`config.mk`:
```
export PLATFORM = sky130hd
export DESIGN_NAME = tccw_ctrl
export DESIGN_NICKNAME = d
export VERILOG_FILES = /design/src/rtl/tccw_pkg.sv /design/src/rtl/tccw_ctrl.sv
export SDC_FILE = /design/constraint.sdc
export NUM_CORES = 1
export LEC_CHECK = 0
export ABC_AREA = 0
export BUFFER_PORTS_ARGS = -buffer_cell sky130_fd_sc_hd__buf_4
export CELL_PAD_IN_SITES_DETAIL_PLACEMENT = 2
export CELL_PAD_IN_SITES_GLOBAL_PLACEMENT = 2
export CORE_MARGIN = 4
export CORE_UTILIZATION = 22
export CTS_CLUSTER_SIZE = 20
export DETAILED_ROUTE_END_ITERATION = 12
export HOLD_SLACK_MARGIN = 0.06
export PLACE_DENSITY = 0.73
export SLEW_MARGIN = 20
export SYNTH_ARGS = -nofsm -noshare
export SYNTH_HDL_FRONTEND = slang
export SYNTH_SLANG_ARGS = --single-unit
```
`constraint.sdc`:
```
create_clock -name i_clk -period 1.7 [get_ports i_clk]
set_clock_uncertainty 0.1 [all_clocks]
set_input_delay 0.425 -clock i_clk [delete_from_list [all_inputs] [get_ports i_clk]]
set_output_delay 0.425 -clock i_clk [all_outputs]
set_load 0.05 [all_outputs]
```
`src/rtl/tccw_pkg.sv`:
```
// ----------------------------------------------------------------------------
// tccw_pkg
// Shared types and constants for the text console character writer.
// ----------------------------------------------------------------------------
package tccw_pkg;

    // field widths
    localparam int CELL_W    = 16;
    localparam int COLOUR_W  = 8;
    localparam int CHAR_W    = 8;
    localparam int INDEX_W   = 11;
    localparam int COL_OUT_W = 7;
    localparam int ROW_OUT_W = 5;
    localparam int S_TDATA_W = 24;
    localparam int M_TDATA_W = 32;

    // character codes
    localparam logic [CHAR_W-1:0] CH_NEWLINE   = 8'd10;
    localparam logic [CHAR_W-1:0] CH_BACKSPACE = 8'd8;
    localparam logic [CHAR_W-1:0] CH_TAB       = 8'd9;
    localparam logic [CHAR_W-1:0] CH_SPACE     = 8'd32;

    // special cell values and register reset
    localparam logic [CELL_W-1:0]   CURSOR_CELL  = 16'hF000;
    localparam logic [COLOUR_W-1:0] COLOUR_RESET = 8'd7;

    // operation codes
    localparam logic OP_PUT  = 1'b0;
    localparam logic OP_READ = 1'b1;

    // kind of a put character
    typedef enum logic [1:0] {
        KIND_CHAR,
        KIND_NEWLINE,
        KIND_BACKSPACE,
        KIND_TAB
    } t_kind;

    // write data source
    typedef enum logic [2:0] {
        WSEL_ZERO,
        WSEL_CHAR,
        WSEL_SPACE,
        WSEL_CURSOR,
        WSEL_COPY
    } t_wsel;

    // write address source
    typedef enum logic {
        ASEL_CURSOR,
        ASEL_SWEEP
    } t_asel;

    // read address source
    typedef enum logic [1:0] {
        RSEL_INDEX,
        RSEL_CURSOR,
        RSEL_SCROLL
    } t_rsel;

    // cursor moves
    typedef enum logic [2:0] {
        MOVE_NONE,
        MOVE_ADV,
        MOVE_NEWLINE,
        MOVE_BACK,
        MOVE_BOTTOM
    } t_move;

    // controller states
    typedef enum logic [3:0] {
        ST_CLEAR,
        ST_IDLE,
        ST_READ,
        ST_PUT,
        ST_POST,
        ST_NEWLINE,
        ST_BS_CLR,
        ST_BS_STEP,
        ST_BS_RD,
        ST_BS_CHK,
        ST_SC_RD,
        ST_SC_WR,
        ST_SC_CLR,
        ST_CURSOR,
        ST_DONE
    } t_state;

    // controller to datapath
    typedef struct packed {
        logic  latch;
        logic  mem_we;
        t_wsel wsel;
        t_asel asel;
        logic  mem_re;
        t_rsel rsel;
        t_move move;
        logic  sweep_clr;
        logic  sweep_inc;
        logic  tab_inc;
        logic  load_out;
    } t_cmd;

    // datapath to controller
    typedef struct packed {
        logic  in_read;
        t_kind in_kind;
        t_kind kind;
        logic  row_past;
        logic  at_origin;
        logic  rdata_nz;
        logic  copy_last;
        logic  sweep_last;
        logic  tab_last;
    } t_sts;

    // classify a put character
    function automatic t_kind f_kind(input logic [CHAR_W-1:0] ch);
        t_kind k;
        if (ch == CH_NEWLINE) begin
            k = KIND_NEWLINE;
        end else if (ch == CH_BACKSPACE) begin
            k = KIND_BACKSPACE;
        end else if (ch == CH_TAB) begin
            k = KIND_TAB;
        end else begin
            k = KIND_CHAR;
        end
        return k;
    endfunction

endpackage

```
`src/rtl/tccw_ctrl.sv`:
```
// ----------------------------------------------------------------------------
// tccw_ctrl
// Sequencer for clear, put, backspace walk, scroll and read operations.
// ----------------------------------------------------------------------------
module tccw_ctrl (
    input  logic            i_clk,
    input  logic            i_rst_n,
    input  logic            i_s_tvalid,
    output logic            o_s_tready,
    output logic            o_m_tvalid,
    input  logic            i_m_tready,
    input  tccw_pkg::t_sts  i_sts,
    output tccw_pkg::t_cmd  o_cmd
);

    tccw_pkg::t_state r_state, n_state;
    logic             r_out_valid, n_out_valid;
    logic             accept;
    logic             out_free;

    assign accept     = i_s_tvalid && o_s_tready;
    assign out_free   = !r_out_valid || i_m_tready;
    assign o_s_tready = r_state == tccw_pkg::ST_IDLE;
    assign o_m_tvalid = r_out_valid;

    // state and output valid registers
    always_ff @(posedge i_clk) begin
        if (!i_rst_n) begin
            r_state     <= tccw_pkg::ST_CLEAR;
            r_out_valid <= 1'b0;
        end else begin
            r_state     <= n_state;
            r_out_valid <= n_out_valid;
        end
    end

    // next state and commands
    always_comb begin
        n_state         = r_state;
        o_cmd           = '0;
        o_cmd.wsel      = tccw_pkg::WSEL_ZERO;
        o_cmd.asel      = tccw_pkg::ASEL_CURSOR;
        o_cmd.rsel      = tccw_pkg::RSEL_CURSOR;
        o_cmd.move      = tccw_pkg::MOVE_NONE;
        n_out_valid     = r_out_valid && !i_m_tready;

        unique case (r_state)
            // zero the screen after reset
            tccw_pkg::ST_CLEAR: begin
                o_cmd.mem_we    = 1'b1;
                o_cmd.asel      = tccw_pkg::ASEL_SWEEP;
                o_cmd.sweep_inc = 1'b1;
                if (i_sts.sweep_last) begin
                    n_state = tccw_pkg::ST_IDLE;
                end
            end
            // take a word and dispatch
            tccw_pkg::ST_IDLE: begin
                if (accept) begin
                    o_cmd.latch = 1'b1;
                    if (i_sts.in_read) begin
                        n_state = tccw_pkg::ST_READ;
                    end else begin
                        unique case (i_sts.in_kind)
                            tccw_pkg::KIND_NEWLINE:   n_state = tccw_pkg::ST_NEWLINE;
                            tccw_pkg::KIND_BACKSPACE: n_state = tccw_pkg::ST_BS_CLR;
                            default:                  n_state = tccw_pkg::ST_PUT;
                        endcase
                    end
                end
            end
            tccw_pkg::ST_READ: begin
                o_cmd.mem_re = 1'b1;
                o_cmd.rsel   = tccw_pkg::RSEL_INDEX;
                n_state      = tccw_pkg::ST_DONE;
            end
            // write a character or a tab space and advance
            tccw_pkg::ST_PUT: begin
                o_cmd.mem_we = 1'b1;
                o_cmd.wsel   = (i_sts.kind == tccw_pkg::KIND_TAB) ?
                               tccw_pkg::WSEL_SPACE : tccw_pkg::WSEL_CHAR;
                o_cmd.move   = tccw_pkg::MOVE_ADV;
                n_state      = tccw_pkg::ST_POST;
            end
            tccw_pkg::ST_NEWLINE: begin
                o_cmd.mem_we = 1'b1;
                o_cmd.move   = tccw_pkg::MOVE_NEWLINE;
                n_state      = tccw_pkg::ST_POST;
            end
            // scroll check, then next tab space or cursor
            tccw_pkg::ST_POST: begin
                priority if (i_sts.row_past) begin
                    o_cmd.sweep_clr = 1'b1;
                    n_state         = tccw_pkg::ST_SC_RD;
                end else if (i_sts.kind == tccw_pkg::KIND_TAB && !i_sts.tab_last) begin
                    o_cmd.tab_inc = 1'b1;
                    n_state       = tccw_pkg::ST_PUT;
                end else begin
                    n_state = tccw_pkg::ST_CURSOR;
                end
            end
            // backspace walk
            tccw_pkg::ST_BS_CLR: begin
                o_cmd.mem_we = 1'b1;
                n_state      = tccw_pkg::ST_BS_STEP;
            end
            tccw_pkg::ST_BS_STEP: begin
                if (i_sts.at_origin) begin
                    n_state = tccw_pkg::ST_CURSOR;
                end else begin
                    o_cmd.move = tccw_pkg::MOVE_BACK;
                    n_state    = tccw_pkg::ST_BS_RD;
                end
            end
            tccw_pkg::ST_BS_RD: begin
                o_cmd.mem_re = 1'b1;
                n_state      = tccw_pkg::ST_BS_CHK;
            end
            tccw_pkg::ST_BS_CHK: begin
                n_state = i_sts.rdata_nz ? tccw_pkg::ST_CURSOR : tccw_pkg::ST_BS_STEP;
            end
            // scroll: copy one row up, then clear the bottom row
            tccw_pkg::ST_SC_RD: begin
                o_cmd.mem_re = 1'b1;
                o_cmd.rsel   = tccw_pkg::RSEL_SCROLL;
                n_state      = tccw_pkg::ST_SC_WR;
            end
            tccw_pkg::ST_SC_WR: begin
                o_cmd.mem_we    = 1'b1;
                o_cmd.wsel      = tccw_pkg::WSEL_COPY;
                o_cmd.asel      = tccw_pkg::ASEL_SWEEP;
                o_cmd.sweep_inc = 1'b1;
                n_state = i_sts.copy_last ? tccw_pkg::ST_SC_CLR : tccw_pkg::ST_SC_RD;
            end
            tccw_pkg::ST_SC_CLR: begin
                o_cmd.mem_we    = 1'b1;
                o_cmd.asel      = tccw_pkg::ASEL_SWEEP;
                o_cmd.sweep_inc = 1'b1;
                if (i_sts.sweep_last) begin
                    o_cmd.move = tccw_pkg::MOVE_BOTTOM;
                    n_state    = tccw_pkg::ST_POST;
                end
            end
            // draw the cursor and hand over the result
            tccw_pkg::ST_CURSOR: begin
                o_cmd.mem_we = 1'b1;
                o_cmd.wsel   = tccw_pkg::WSEL_CURSOR;
                if (out_free) begin
                    o_cmd.load_out = 1'b1;
                    n_out_valid    = 1'b1;
                    n_state        = tccw_pkg::ST_IDLE;
                end else begin
                    n_state = tccw_pkg::ST_DONE;
                end
            end
            tccw_pkg::ST_DONE: begin
                if (out_free) begin
                    o_cmd.load_out = 1'b1;
                    n_out_valid    = 1'b1;
                    n_state        = tccw_pkg::ST_IDLE;
                end
            end
            default: begin
                n_state = tccw_pkg::ST_IDLE;
            end
        endcase
    end

`ifndef SYNTHESIS
    // result register only loads into a free slot
    a_load_free: assert property (@(posedge i_clk) disable iff (!i_rst_n)
        o_cmd.load_out |-> (!r_out_valid || i_m_tready))
        else $error("result overwritten before taken");

    // an accepted word starts work
    a_accept_busy: assert property (@(posedge i_clk) disable iff (!i_rst_n)
        accept |=> r_state != tccw_pkg::ST_IDLE)
        else $error("accepted word dropped");

    // a new result only comes from the finishing states
    a_valid_source: assert property (@(posedge i_clk) disable iff (!i_rst_n)
        $rose(r_out_valid) |-> ($past(r_state) == tccw_pkg::ST_CURSOR ||
                                $past(r_state) == tccw_pkg::ST_DONE))
        else $error("result raised outside finish");
`endif

endmodule

```
### After elaboration in Yosys (flattened, before gate mapping)

Cells that the tools add are included.

* flip-flop bits (word level): 5
* latch bits: 0
* RAM bits: 0
* memory bits (read-only): 0
* input port bits: 15
* output and inout port bits: 18
* word-level logic and storage cells: 70
* memories kept: 0

* add/subtract/negate cells: 0
* multiply operators: 0
* divide/modulo/power cells: 0
* $lt $le $gt $ge: 0
* equality and inequality tests: 21
* shifts and indexed selects: 0
* multiplexer cells: 33
* bitwise gates (word level): 0
* reductions and logical operators: 14

Operators with widths (count)
* $pmux 4 s14: 1
* $mux 4: 9
* $eq 4x4->1 const B: 7
* $eq 4x3->1 const B: 4
* $mux 1: 14
* $pmux 3 s4: 1
* $mux 3: 3
* $pmux 3 s3: 1
* $eq 4x2->1 const B: 2
* $reduce_or 7->1: 1
* $ne 2x2->1 const B: 3
* $pmux 3 s2: 1
* $reduce_or 3->1: 2
* $eq 2x2->1 const B: 2
* $eq 4x1->1 const B: 1
* $logic_not 4->1: 1
* $mux 2: 2
* $pmux 2 s2: 1
* $reduce_and 4->1: 1
* $reduce_or 2->1: 2
* $logic_and 1x1->1: 3
* $logic_not 1->1: 3
* $eq 2x1->1 const B: 1
* $ne 2x1->1 const B: 1
* $logic_or 1x1->1: 1

### Logic depth before layout (Yosys ltp)

Gate-level depths: netlist of run 1.

* depth after elaboration: 5
* gate-level depth with buffers: 7
* depth with buffers taken out: 7

### Worst setup path before layout of run 1

No wires, ideal clock.

* path kind: reg-to-output
* from: register r_state[0]
* to: output port o_cmd[4] (netlist bit)
* arrival time: 1.904 ns
* data required time: 1.175 ns
* slack: -0.729 ns
* cell stages (with the launch flop): 5
* path buffers: 2
* path through: dfxtp_1 > buf_4 > buf_4 > nand2_1 > a211oi_1

RTL lines
* from (decl): RTL line tccw_ctrl.sv:16 `tccw_pkg::t_state r_state, n_state;`
* from (signal assigned): RTL line tccw_ctrl.sv:29 `r_state <= tccw_pkg::ST_CLEAR;`
* from (signal assigned): RTL line tccw_ctrl.sv:32 `r_state <= n_state;`
* to (decl): RTL line tccw_ctrl.sv:13 `output tccw_pkg::t_cmd o_cmd`

==> summary.md, run 1 <==
| Metric | Value |
|---|---|
| Run status | `complete, but fails checks` |
| Violated checks | `setup timing` |
| Mean number of vias per cell | `~5.2` |
| Final hold vios | `0` |
| Final Setup Violations | `21` |
| Bufs on Longest Clock Path | `2` |
| Crit path to | `o_cmd[1]` |
| Largest net degree at the start of global routing | `15` |
| EDFF count, synth | `0` |
| FF-to-FF setup slack | `-0.08 ns` |
| Ys async rst share | `0%` |
| Sw frac | `roughly 47%` |
| Drt initial violations | `~60` |
| Site row count | `21` |
| Syn nets | `132` |
| Hold depth | `2` |
| Slew Limit Fails | `0` |
| DIE WIDTH | `slightly below 70 um` |
| Clk Latency, worst-skew pair | `between 0.2 and 0.25 ns` |
| Final instance area | `1920 um2` |
| Detailed-placement wirelength estimate | `between 2000 and 3000 um` |
| Overall Power | `around 1700 uW` |
| Seq/Total Area, Yosys | `~12%` |
| WS Path Type | `flop to output pin` |
| Final antenna-violating net count | `0` |
| Ys flop type | `dfxtp_1` |
| P&R area growth vs syn | `134%` |
| CP startpoint | `r_state[3]$_SDFFE_PN0P_` |
| Worst slew pin tran | `roughly 0.42 ns` |
| Root Driver | `clkbuf_8` |
| Critical path fanouts, max | `6` |
| Combinational Power Share | `75.8%` |
| Final core occ | `55.4%` |
| CTS tree | `yes` |
| Critical path required time | `approximately 1.2 ns` |
| Fmax | `about 510 MHz` |
| Via count | `approximately 1200` |
| GRT overflow | `0` |
| Total GRT Usage | `between 10% and 20%` |
| CORE AREA | `3470 um2` |
| Initial Util | `23.7%` |
| # IOs | `33` |
| Post-Syn Area | `about 820 um2` |
| Buf/Inv on CP | `1` |
| PortBufs | `32` |
| CTS sink cnt | `5` |
| Vias in the first global route | `1259` |
| Clock-pin slew on the worst setup and hold paths | `~0.040 ns` |
| Worst VDD drop | `approximately 0.44 mV` |
| Slowest cell on the critical path | `dfxtp_4` |
| Gate Count Post-Synth | `around 120` |
| Pre-CTS setup slack | `-0.246 ns` |
| YS warnings | `0` |
| DP Area | `1350 um2` |
| Hold WC Path Type | `input port to flop` |
| Max-cap viol count | `0` |
| Clock share of power | `between 10% and 20%` |
| Worst R2R Path Depth | `7` |
| Synthesized area per cell | `around 7.1 um2` |
| Final non-filler cell total | `approximately 240` |
| Worst reg2reg startpoint | `r_state[3]$_SDFFE_PN0P_` |
| Slew headroom | `a little under three quarters` |
| Chip height | `69.1 um` |
| Netlist cell types | `43` |
| Crit. path cell count | `4` |
| Switch Pwr | `821 uW` |
| Startpoint types | `flop` |
| Sequential share of power | `a little over a tenth` |
| Initial antenna violation count | `0` |
| Critical Path Max Stage Delay | `0.38 ns` |
| Placed cells | `between 200 and 250` |
| Final Cycle Share | `114%` |
| Nets | `210` |
| Drt first pass iters | `4` |
| Post-route DRC | `0` |
| WL final | `5810 um` |
| Top cell family by delay on the critical path | `simple AND/OR/NAND/NOR gates` |
| Yosys reg bits | `5` |
| Wire length per cell | `24.4 um` |
| Placer congestion estimate | `around 0.85` |
| RSZ-0062 raised after global routing | `true` |
| First-pass GRT wire length | `~6700 um` |
| Crit path time final | `a little under 2 ns` |
| Cell-by-cell listing of the critical path | `nor4b_4, nand2_1, nor2_4, buf_8` |
| Htree depth | `1` |
| Die ar. | `about 4800 um2` |
| Worst Path Arrival | `between 1 and 1.5 ns` |
| Worst setup margin | `-0.245 ns` |
| Pwr dens | `905 nW/um2` |
| Total leakage power | `approximately 0.00084 uW` |
| Endpoint class of the critical path | `output pin` |
| RR Endpoint | `r_state[1]$_SDFFE_PN0P_` |
| Share of layout cells above drive strength 1 | `70.3%` |
| Total CTS buffers | `3` |
| Antenna cells | `0` |
| Internal | `roughly 920 uW` |
==> worst min path at each step <==
stage	from	end	slack [ns]
3_3_place_gp	i_rst_n	r_state[0]$_SDFFE_PN0P_	0.59
5_1_grt	i_rst_n	o_m_tvalid$_SDFF_PN0_	0.37
2_1_floorplan	i_rst_n	o_m_tvalid$_SDFF_PN0_	0.44
4_1_cts	i_rst_n	o_m_tvalid$_SDFF_PN0_	0.36
3_5_place_dp	i_rst_n	o_m_tvalid$_SDFF_PN0_	0.59
6_report	i_rst_n	r_state[0]$_SDFFE_PN0P_	0.37
==> cells in the final DEF, fill, tap and decap left out, types with 2 or more instances in the layout <==
master	netlist	final
a21oi_4	0	2
dfxtp_4	0	4
a21oi_1	5	2
o21ai_0	5	5
clkbuf_8	0	3
o21a_1	4	2
nor2_1	15	8
a31oi_2	0	2
nand2_2	1	3
buf_6	4	18
nand2_4	0	2
ha_1	2	2
buf_4	4	49
nor2b_1	5	2
and2_4	1	5
nor2_4	0	7
nor3_4	0	3
inv_1	6	5
nand2b_1	2	2
nand2_1	14	10
nor4b_4	1	2
nand3_1	4	4
buf_8	0	13
nor2b_2	0	2
==> cell families (layout without fill, tap and decap cells) <==
family | count (synthesis) | count (layout) | synth area share (%)
muxes | 1 | 1 | 1.22
xor gates and xnor gates | 3 | 3 | 3.20
buffers and inverters | 15 | 92 | 12.5
DFF | 5 | 5 | 12.2
adders and majority gates | 2 | 2 | 3.05
AOI/OAI and AO/OA | 30 | 30 | 25.9
and+or+nand+nor | 59 | 59 | 41.9
==> synth_stat cells (all sizes together), types with 2 or more instances <==
library cell,count,share of area [%]
a22oi,2,1.8
a21o,2,1.8
nor3,3,2.4
dfxtp,5,12
nand2b,2,1.5
a21oi,5,3.0
buf,9,9.8
nor2,15,6.9
nand2,15,7.2
nand3,4,2.4
a31oi,2,1.5
ha,2,3.0
a211oi,2,1.8
nor4b,2,4.7
a32oi,2,2.1
o21ai,6,3.7
a21boi,2,2.3
o21a,4,3.7
nor2b,5,3.8
inv,6,2.7
and2,5,4.1
xnor2,2,2.1
==> power groups by stage <==
| stage | Sequential [uW] | Clock (uW) | Combinational (uW) |
|---|---|---|---|
| floorplan | 152 | 0 | 635 |
| global placement | 193 | 0 | 860 |
| detailed placement | 197 | 0 | 886 |
| CTS | 195 | 230 | 1020 |
| global route | 187 | 247 | 1370 |
| finish | 185 | 235 | 1320 |
==> registers in the layout (all words and copies together), names as in the netlist <==
name,flops
o_m_tvalid,1
r_state,4
==> final cells by class <==
cell class,count,area (um2)
inverters,6,26.3
clock buffers,4,45.0
fillers,354,1550
repair buffers,82,811
flip-flops and latches,5,115
well taps,46,57.6
multi-input cells,95,867
==> per-layer routing <==
metal	track usage (%)	wire (um)
met1	20.0	2450
met2	32.9	3100
met3	2.18	185
met4	5.21	74
met5	0	0
==> through the flow <==
step                hold WS, ns  TNS [ns]
floorplan                 0.443     -1.29
global placement          0.586     -1.56
detailed placement        0.591     -2.82
CTS                       0.365     -2.53
global route              0.370     -4.21
finish                    0.366     -3.29
==> timing repair <==
action,4_1_cts,5_1_grt
endpoints found under the setup margin,21,20
gates cloned,0,1
buffers inserted,11,12
hold buffers,0,0
gates resized for setup,42,45
pin swaps,5,24
No activity file was read; power rests on OpenSTA's default activity.
==> run 2: changes to the inputs <==
MAX_ROUTING_LAYER = met4   (was not set)
PLACE_DENSITY = not set   (was 0.73)
PLACE_DENSITY_LB_ADDON = 0.1   (was not set)
==> summary.md, run 2 (synthesis gave the netlist of run 1 again) <==
| Metric | Value |
|---|---|
| Run status | `complete, but fails checks (unchanged)` |
| Violated checks | `setup timing (unchanged)` |
| Fmax | `514 MHz (about the same)` |
| Drt first pass iters | `4 (unchanged)` |
| CTS sink cnt | `5 (unchanged)` |
| Final instance area | `1820 um2 (was 1920 um2)` |
| Top cell family by delay on the critical path | `flip-flops (was simple AND/OR/NAND/NOR gates)` |
| Critical path required time | `1.17 ns (about the same)` |
| Final hold vios | `0 (unchanged)` |
| DIE WIDTH | `69.1 um (unchanged)` |
| Worst hold endpoint | `r_state[0]$_SDFFE_PN0P_ (unchanged)` |
| Fill cells | `359 (was 354)` |
| CORE AREA | `3470 um2 (unchanged)` |
| Critical path fanouts, max | `13 (was 6)` |
| Drt initial violations | `70 (was 59)` |
| Final Setup Violations | `20 (was 21)` |
| Worst Path Arrival | `1.42 ns (about the same)` |
| Htree depth | `1 (unchanged)` |
| Worst R2R Path Depth | `8 (was 7)` |
| Final Cycle Share | `114% (about the same)` |
| Largest Register | `r_state (unchanged)` |
| RR Endpoint | `r_state[2]$_SDFFE_PN0P_ (was r_state[1]$_SDFFE_PN0P_)` |
| Bufs on Longest Clock Path | `2 (unchanged)` |
| Mean number of vias per cell | `5.18 (was 5.17)` |
| Root Driver | `clkbuf_8 (unchanged)` |
| DP Area | `1350 um2 (about the same)` |
| First-pass GRT wire length | `6670 um (was 6720 um)` |
| Site row count | `21 (unchanged)` |
| Post-route DRC | `0 (unchanged)` |
| Placed cells | `211 (was 210)` |
| Pwr dens | `918 nW/um2 (was 905 nW/um2)` |
| GRT overflow | `0 (unchanged)` |
| Largest net degree at the start of global routing | `15 (unchanged)` |
| Initial antenna violation count | `0 (unchanged)` |
| FF-to-FF setup slack | `-0.17 ns (was -0.08 ns)` |
| WL final | `5160 um (was 5810 um)` |
| Detailed-placement wirelength estimate | `2800 um (was 2960 um)` |
| Placer congestion estimate | `0.845 (was 0.848)` |
| Hold depth | `2 (unchanged)` |
| Min-Delay Startpoint | `i_rst_n (unchanged)` |
| Initial Util | `23.7% (unchanged)` |
| Worst VDD drop | `0.582 mV (was 0.437 mV)` |
| Worst slew pin tran | `0.431 ns (was 0.419 ns)` |
| Worst setup margin | `-0.244 ns (was -0.245 ns)` |
| Max layer used | `met4 (unchanged)` |
| Nets | `202 (was 210)` |
| Endpoint class of the critical path | `output pin (unchanged)` |
| Total GRT Usage | `18.1% (was 17.4%)` |
| CTS tree | `yes (unchanged)` |
| Startpoint types | `flop (unchanged)` |
| Commonest non-fill, non-tap cell in the layout | `buf_4 (unchanged)` |
| Wire length per cell | `22.4 um (was 24.4 um)` |
| Met3 wire len | `160 um (was 185 um)` |
| Cell-by-cell listing of the critical path | `nor2_4, xor2_1, nor2_2, a21oi_4, buf_6 (was nor4b_4, nand2_1, nor2_4, buf_8)` |
| Crit path time final | `1.94 ns (was 1.95 ns)` |
| Slowest cell on the critical path | `dfxtp_4 (unchanged)` |
| Met2 Routed Length | `2830 um (was 3100 um)` |
| Antenna cells | `0 (unchanged)` |
| RSZ-0062 raised after global routing | `true (unchanged)` |
| Total CTS buffers | `3 (unchanged)` |
| Worst reg2reg startpoint | `r_state[3]$_SDFFE_PN0P_ (unchanged)` |
| Chip height | `69.1 um (unchanged)` |
| # IOs | `33 (unchanged)` |
| Via count | `1192 (was 1231)` |
| P&R area growth vs syn | `122% (was 134%)` |
| PortBufs | `32 (unchanged)` |
| Clock-pin slew on the worst setup and hold paths | `0.04 ns (about the same)` |
| Die ar. | `4770 um2 (unchanged)` |
| Final non-filler cell total | `230 (was 238)` |
| Final antenna-violating net count | `0 (unchanged)` |
| Slew headroom | `71.1% (was 71.9%)` |
| Final core occ | `52.6% (was 55.4%)` |
| WS Path Type | `flop to output pin (unchanged)` |
| Post-Route M1 WL | `2090 um (was 2450 um)` |
| Vias in the first global route | `1242 (was 1259)` |
| Max FFs per register | `4 (unchanged)` |
| Buf/Inv on CP | `1 (unchanged)` |
| Slew Limit Fails | `0 (unchanged)` |
| Critical Path Max Stage Delay | `0.42 ns (was 0.38 ns)` |
| Total leakage power | `0.000792 uW (was 0.000836 uW)` |
| Max-cap viol count | `0 (unchanged)` |
| Most frequent cells in the layout | `buf_4 (46), buf_6 (15), nand2_1 (11), buf_8 (10), nor2_1 (7) (was buf_4 (49), buf_6 (18), buf_8 (13), nand2_1 (10), nor2_1 (8))` |
| Clk Latency, worst-skew pair | `0.23 ns (about the same)` |
| Hold WC Path Type | `input port to flop (unchanged)` |
| Cts hold-fix bufs | `0 (unchanged)` |
| Share of layout cells above drive strength 1 | `68.5% (was 70.3%)` |
==> run 2: cell types whose count changed in the layout (fill, tap and decap cells not counted), moves of 3 or more <==
cell    before  now
buf_4       49   46
nor2_2       0    3
buf_8       13   10
buf_6       18   15
==> run 2: cell type report <==
| type | count | area, um2 | area share (%) |
|---|---|---|---|
| flip-flops and latches | 5 | 115 | 6.31 |
| multi-input cells | 95 | 841 | 46.1 |
| inverters | 6 | 26.3 | 1.44 |
| well taps | 46 | 57.6 | 3.16 |
| clock inverters | 1 | 5.00 | 0.275 |
| clock buffers | 3 | 41.3 | 2.26 |
| repair buffers | 74 | 737 | 40.4 |
==> run 2: how the worst max path moves through the flow <==
stage                                  startpoint                       to  slack (ns)  depth (start not counted)
after floorplan           r_state[3]$_SDFFE_PN0P_                o_cmd[15]       -0.28                          2
after global placement    r_state[0]$_SDFFE_PN0P_                 o_cmd[2]       -0.21                          4
after detailed placement  r_state[0]$_SDFFE_PN0P_  r_state[2]$_SDFFE_PN0P_       -0.26                          6
after CTS                 r_state[0]$_SDFFE_PN0P_                 o_cmd[1]       -0.23                          4
after global routing      r_state[3]$_SDFFE_PN0P_                 o_cmd[1]       -0.29                          4
final                     r_state[3]$_SDFFE_PN0P_                o_cmd[14]       -0.24                          5
==> run 2: worst reg2reg max path: cells and delay by family, from the launching register on <==
kind                   cells  cell delay, ns
AOI/OAI and AO/OA          3            0.55
buffers and inverters      3            0.47
and+or+nand+nor            2            0.12
DFF                        1            0.51
==> run 2: per-stage QoR <==
step | TNS [ns] | total power, uW | worst slack, ns | hold slack, ns
2_1_floorplan | -1.29 | 788 | -0.277 | 0.443
3_3_place_gp | -2.81 | 1070 | -0.207 | 0.523
3_5_place_dp | -3.11 | 1090 | -0.262 | 0.534
4_1_cts | -2.81 | 1490 | -0.227 | 0.343
5_1_grt | -4.38 | 1760 | -0.294 | 0.372
6_report | -3.43 | 1670 | -0.244 | 0.365
==> run 2: power by group <==
part	switching, uW	internal, uW
clock	72.4	159
combinational	645	593
sequential	67.5	137
==> run 2: per-layer routing <==
metal / vias to the layer above / GRT usage, %
li1: 540 / -
met1: 607 / 19.9
met2: 36 / 33.6
met3: 9 / 2.62
met4: 0 / 4.56
met5: - / -
==> run 2: repair_timing <==
| action | in CTS | in global routing |
|---|---|---|
| cloned | 1 | 1 |
| buffers inserted | 7 | 6 |
| resized for setup | 48 | 24 |
| pin swaps | 8 | 10 |
| setup endpoints to repair | 22 | 21 |
| endpoints found under the hold margin | 0 | 0 |
